$ cat config.mk
export PLATFORM = sky130hd
export DESIGN_NAME = aesd_ram
export DESIGN_NICKNAME = d
export VERILOG_FILES = /design/src/aesd_ram.sv
export SDC_FILE = /design/constraint.sdc
export NUM_CORES = 2
export LEC_CHECK = 0
export BUFFER_PORTS_ARGS = -buffer_cell sky130_fd_sc_hd__buf_2
export CAP_MARGIN = 0
export CORE_ASPECT_RATIO = 0.9
export CORE_MARGIN = 5
export CORE_UTILIZATION = 50
export DETAILED_ROUTE_END_ITERATION = 10
export GPL_TIMING_DRIVEN = 0
export PLACE_DENSITY = 0.72
export SLEW_MARGIN = 20
export SYNTH_ARGS = -nofsm -noshare
export SYNTH_HDL_FRONTEND = slang
export SYNTH_SLANG_ARGS = --single-unit
$ cat constraint.sdc
create_clock -name clock -period 30.4 [get_ports clock]
set_clock_uncertainty 0.1 [all_clocks]
set_input_delay 0 -clock clock [delete_from_list [all_inputs] [get_ports clock]]
set_output_delay 0 -clock clock [all_outputs]
set_load 0.03 [all_outputs]
$ cat src/aesd_ram.sv
// Generic single-clock RAM, one write port, one read port, registered read.
// No dependencies.
module aesd_ram #(
   parameter int WIDTH = 128,
   parameter int DEPTH = 15,
   localparam int AW = (DEPTH > 1) ? $clog2(DEPTH) : 1
) (
   input  logic             clock,
   input  logic             wr_en,
   input  logic [AW-1:0]    wr_addr,
   input  logic [WIDTH-1:0] wr_data,
   input  logic [AW-1:0]    rd_addr,
   output logic [WIDTH-1:0] rd_data
);

   logic [WIDTH-1:0] mem_ff [DEPTH];
   logic [WIDTH-1:0] rd_data_ff;

   always_ff @(posedge clock) begin
      if (wr_en) begin
         mem_ff[wr_addr] <= wr_data;
      end
      rd_data_ff <= mem_ff[rd_addr];
   end

   assign rd_data = rd_data_ff;

endmodule

Word level (Yosys, flattened, before mapping)
Memory sizes are Yosys's and may differ from the RTL's. A register that Yosys moved wholly into a read port is not among the register bits. Index checks and enable logic that the tools add are counted.

Register bits after elaboration: 0. ROM bits: 0. Memories: 1. Word-level logic and storage cells: 3. Memory bits (writable): 1920. Bits of input ports: 138. Bits in latches: 0.

Memory list: mem_ff (words 15, bits a word 128, rd ports 1, clocked after Yosys merged registers in 1, write ports 1, RTL line 16) `logic [WIDTH-1:0] mem_ff [DEPTH];`.

Multiply operators: 0. Bitwise operators: 0. Add/subtract/negate cells: 0. Divide/modulo/power cells: 0. Muxes and demuxes: 2. Reductions and logical operators: 0. Order comparisons: 0. Equal/unequal tests: 0. Shifts and indexed selects: 0.

Operators with widths (count): $mux 1 (2).

Logic depth before layout (Yosys ltp)
Depth in word-level cells: 2. Depth in mapped cells: 8. Depth with buffers taken out: 4.

Least setup slack after synthesis
OpenSTA, ideal clock, no wires.

Path kind: in2reg. From: in wr_addr[2]. To: mem mem_ff[0][0], enable pin. Slack: 20.373 ns. Setup time: 0.774 ns. Data required time: 29.526 ns. Arrival time: 9.153 ns. Path buffers: 0. Stages: 2. Path through: or3b_2 > nor3_1.

RTL lines: from (decl) (RTL line 10) `input logic [AW-1:0] wr_addr,`; to (decl) (RTL line 16).

No word-level cell before the write port.

==> impl_metrics.env <==
export IMPL_grt_max_degree=25
export IMPL_drt_iter0_drc=4598
export IMPL_cts_resized=0
export IMPL_worst_path_max_fanout=10
export IMPL_min_period_ns=2.98
export IMPL_routed_via_density=5.91
export IMPL_via_count=39546
export IMPL_drt_pass1_iter_count=6
export IMPL_grt_pass1_vias=40131
export IMPL_critPathKind="in2reg"
export IMPL_fmax_ghz=0.335
export IMPL_p_per_area_nw_per_um2=66.4
export IMPL_drc=0
export IMPL_whs_ns=0.0244
export IMPL_synth_edf_count=1920
export IMPL_synthTopCellsByArea="edfxtp_1 76%, mux4_2 8.0%, mux2i_1 4.8%"
export IMPL_clock_sinks=2048
export IMPL_coreArea_um2=151000
export IMPL_hold_violations=0
export IMPL_clk_path_buf_depth=3
export IMPL_synth_nets=3820
export IMPL_max_slew_margin_rel_pct=23.3
export IMPL_synth_top_area_share_pct=76.2
export IMPL_slew_viol_final=0
export IMPL_worst_pin_slew_ns=1.15
export IMPL_pin_count=266
export IMPL_seqPwrFrac_pct=52.6
export IMPL_netlist_area_um2=75700
export IMPL_ys_flop_type="edfxtp_1"
export IMPL_syn_to_final_growth_pct=20.2
export IMPL_switching_share_pct=21.6
export IMPL_critPathCaptureType="register"
export IMPL_ys_seq_area_share_pct=79.6
export IMPL_die_x_um=420
export IMPL_die_area_um2=159000
export IMPL_portBuffers=263
export IMPL_setup_tns_ns=0
export IMPL_wl_mm=189
export IMPL_cts_tree="done"
export IMPL_syn_area_per_cell_um2=20.5
export IMPL_p_int_w=0.00473
export IMPL_p_sw_w=0.00130
export IMPL_cts_root_buf="clkbuf_16"
export IMPL_die_h_um=379
export IMPL_clkLatencyLatePin_ns=0.83
export IMPL_grt_setup_unrepaired="false"
export IMPL_final_nets=4662
export IMPL_htreeDepth=4
export IMPL_crit_arrival_ns=3.53
export IMPL_grt_pass1_wl_mm=272
export IMPL_peakVddDrop_uv=64.0
export IMPL_synth_distinct_cells=31
export IMPL_synth_top_area_cell="edfxtp_1"
export IMPL_async_reset_ff_share_pct=0
export IMPL_final_antenna_net_count=0
export IMPL_initial_core_util_pct=50.3
export IMPL_grt_use_total_pct=23.6
export IMPL_maxCapViolCount=0
export IMPL_status="complete, no violations"
export IMPL_yosysWarnings=0
export IMPL_fin_crit_sh_pct=9.81
export IMPL_synth_cells=3682
export IMPL_pwr_share_clk_pct=40.9
export IMPL_dp_hpwl_mm=123
export IMPL_drive_above_1_share_pct=24.3
export IMPL_clk_pin_slew_worst_paths_ns=0.06
export IMPL_final_setup_viol_count=0
export IMPL_rows=135
export IMPL_reg2reg_slack_ns=28.45
export IMPL_power_static_leakage_nw=30.8
export IMPL_start_kind="primary input"
export IMPL_dp_slack_ns=27.18
export IMPL_hp_class="in2reg"
export IMPL_antenna_found_initial=22
export IMPL_utilization_pct=60.4
export IMPL_routabilityCongestion=0.746
export IMPL_synth_seq_cells=2048
export IMPL_cts_made_buffers=194
export IMPL_grt_ovfl_total=0
export IMPL_routedWlPerCell_um=28.3
export IMPL_power_frac_comb_pct=6.4
export IMPL_cp_required_ns=30.95
export IMPL_layout_setup_ws_ns=27.42
## critical path: stages
cell and delay (ns):
dlygate4sd3_1 0.52, buf_2 0.16, buf_4 0.21, inv_2 0.15
nor2_2 0.64, buf_2 0.66, clkbuf_1 0.63, a22oi_1 0.19
o21ai_1 0.33
## cells in the final DEF (no fill, tap or decap), types with 103 or more instances in the layout
master	count
mux2i_1	360
dlygate4sd3_1	222
buf_2	318
dfxtp_1	128
nand2b_1	122
o21ai_1	103
clkbuf_16	196
o22ai_1	116
buf_4	115
nand2_1	130
a22oi_1	128
clkbuf_1	112
mux4_2	268
a31oi_1	116
edfxtp_1	1920
## flip-flops by register name, summed over array words and instances (netlist names)
name     flops
mem_ff    1920
rd_data    128
## per-stage QoR
step	power (W)	cell area (um2)	instances
floorplan	0.00344	75700	3682
global placement	0.00359	79500	5931
detailed placement	0.00360	82100	6092
CTS	0.00607	90900	6676
global route	0.00621	90900	6680
finish	0.00603	90900	6686
## synthesized netlist by cell type (2+ instances only)
cell / count
a21oi_1: 12
a22oi_1: 128
a31oi_1: 116
buf_1: 11
buf_2: 55
buf_4: 50
buf_6: 22
clkbuf_1: 69
dfxtp_1: 128
edfxtp_1: 1920
mux2i_1: 360
mux4_2: 268
nand2_1: 130
nand2b_1: 122
nand3b_1: 2
nor2_1: 31
nor3_1: 4
o211ai_1: 12
o21ai_0: 13
o21ai_1: 103
o22ai_1: 116
## final timing paths
kind / start / endpoint / depth (start not counted)
worst min-delay path: wr_data[109] / mem_ff[10][109] / 2
worst max-delay path: rd_addr[1] / rd_data[118] / 9
worst min register to register: mem_ff[14][25] / rd_data[25] / 2
worst max register to register: mem_ff[5][6] / rd_data[6] / 4
## routing by layer
layer  routed length (um)  up-vias  track usage, %
met4                 7880        8            9.56
li1                     -    16825               -
met5                   53        -               0
met1                73700    20342            31.7
met2                92100     1995            38.5
met3                15300      376            4.64
## cell families (layout without fill, tap and decap cells)
| family | Yosys count | count (layout) | synth area share, % |
|---|---|---|---|
| DFF | 2048 | 2048 | 79.6 |
| muxes | 628 | 628 | 12.7 |
| AOI/OAI and AO/OA | 500 | 500 | 4.15 |
| and+or+nand+nor | 296 | 296 | 1.92 |
| buffers and inverters | 210 | 1218 | 1.60 |
| other | 0 | 10 | 0 |
## area by class of cell
| cell class | instances | area (um2) |
|---|---|---|
| Buffer | 207 | 1200 |
| Sequential cell | 2048 | 60200 |
| Inverter | 3 | 11.3 |
| Fill cell | 10389 | 59600 |
| Clock buffer | 262 | 5360 |
| Tap cell | 1986 | 2480 |
| Clock inverter | 100 | 1190 |
| Multi-Input combinational cell | 1424 | 14300 |
| Antenna cell | 10 | 25.0 |
| Timing Repair Buffer | 646 | 6090 |
## power by group through the flow
| stage | sequential [W] | clock [W] | combinational [W] |
|---|---|---|---|
| 3_5_place_dp | 0.00323 | 0 | 0.000361 |
| 6_report | 0.00318 | 0.00247 | 0.000387 |
| 4_1_cts | 0.00318 | 0.00250 | 0.000389 |
| 5_1_grt | 0.00318 | 0.00262 | 0.000409 |
| 3_3_place_gp | 0.00325 | 0 | 0.000341 |
| 2_1_floorplan | 0.00328 | 0 | 0.000161 |
## what timing repair did
action,in CTS,in global routing
hold buffers,222,0
setup buffers,0,0
endpoints found under the hold margin,2352,0
No activity file was read; power rests on OpenSTA's default activity.
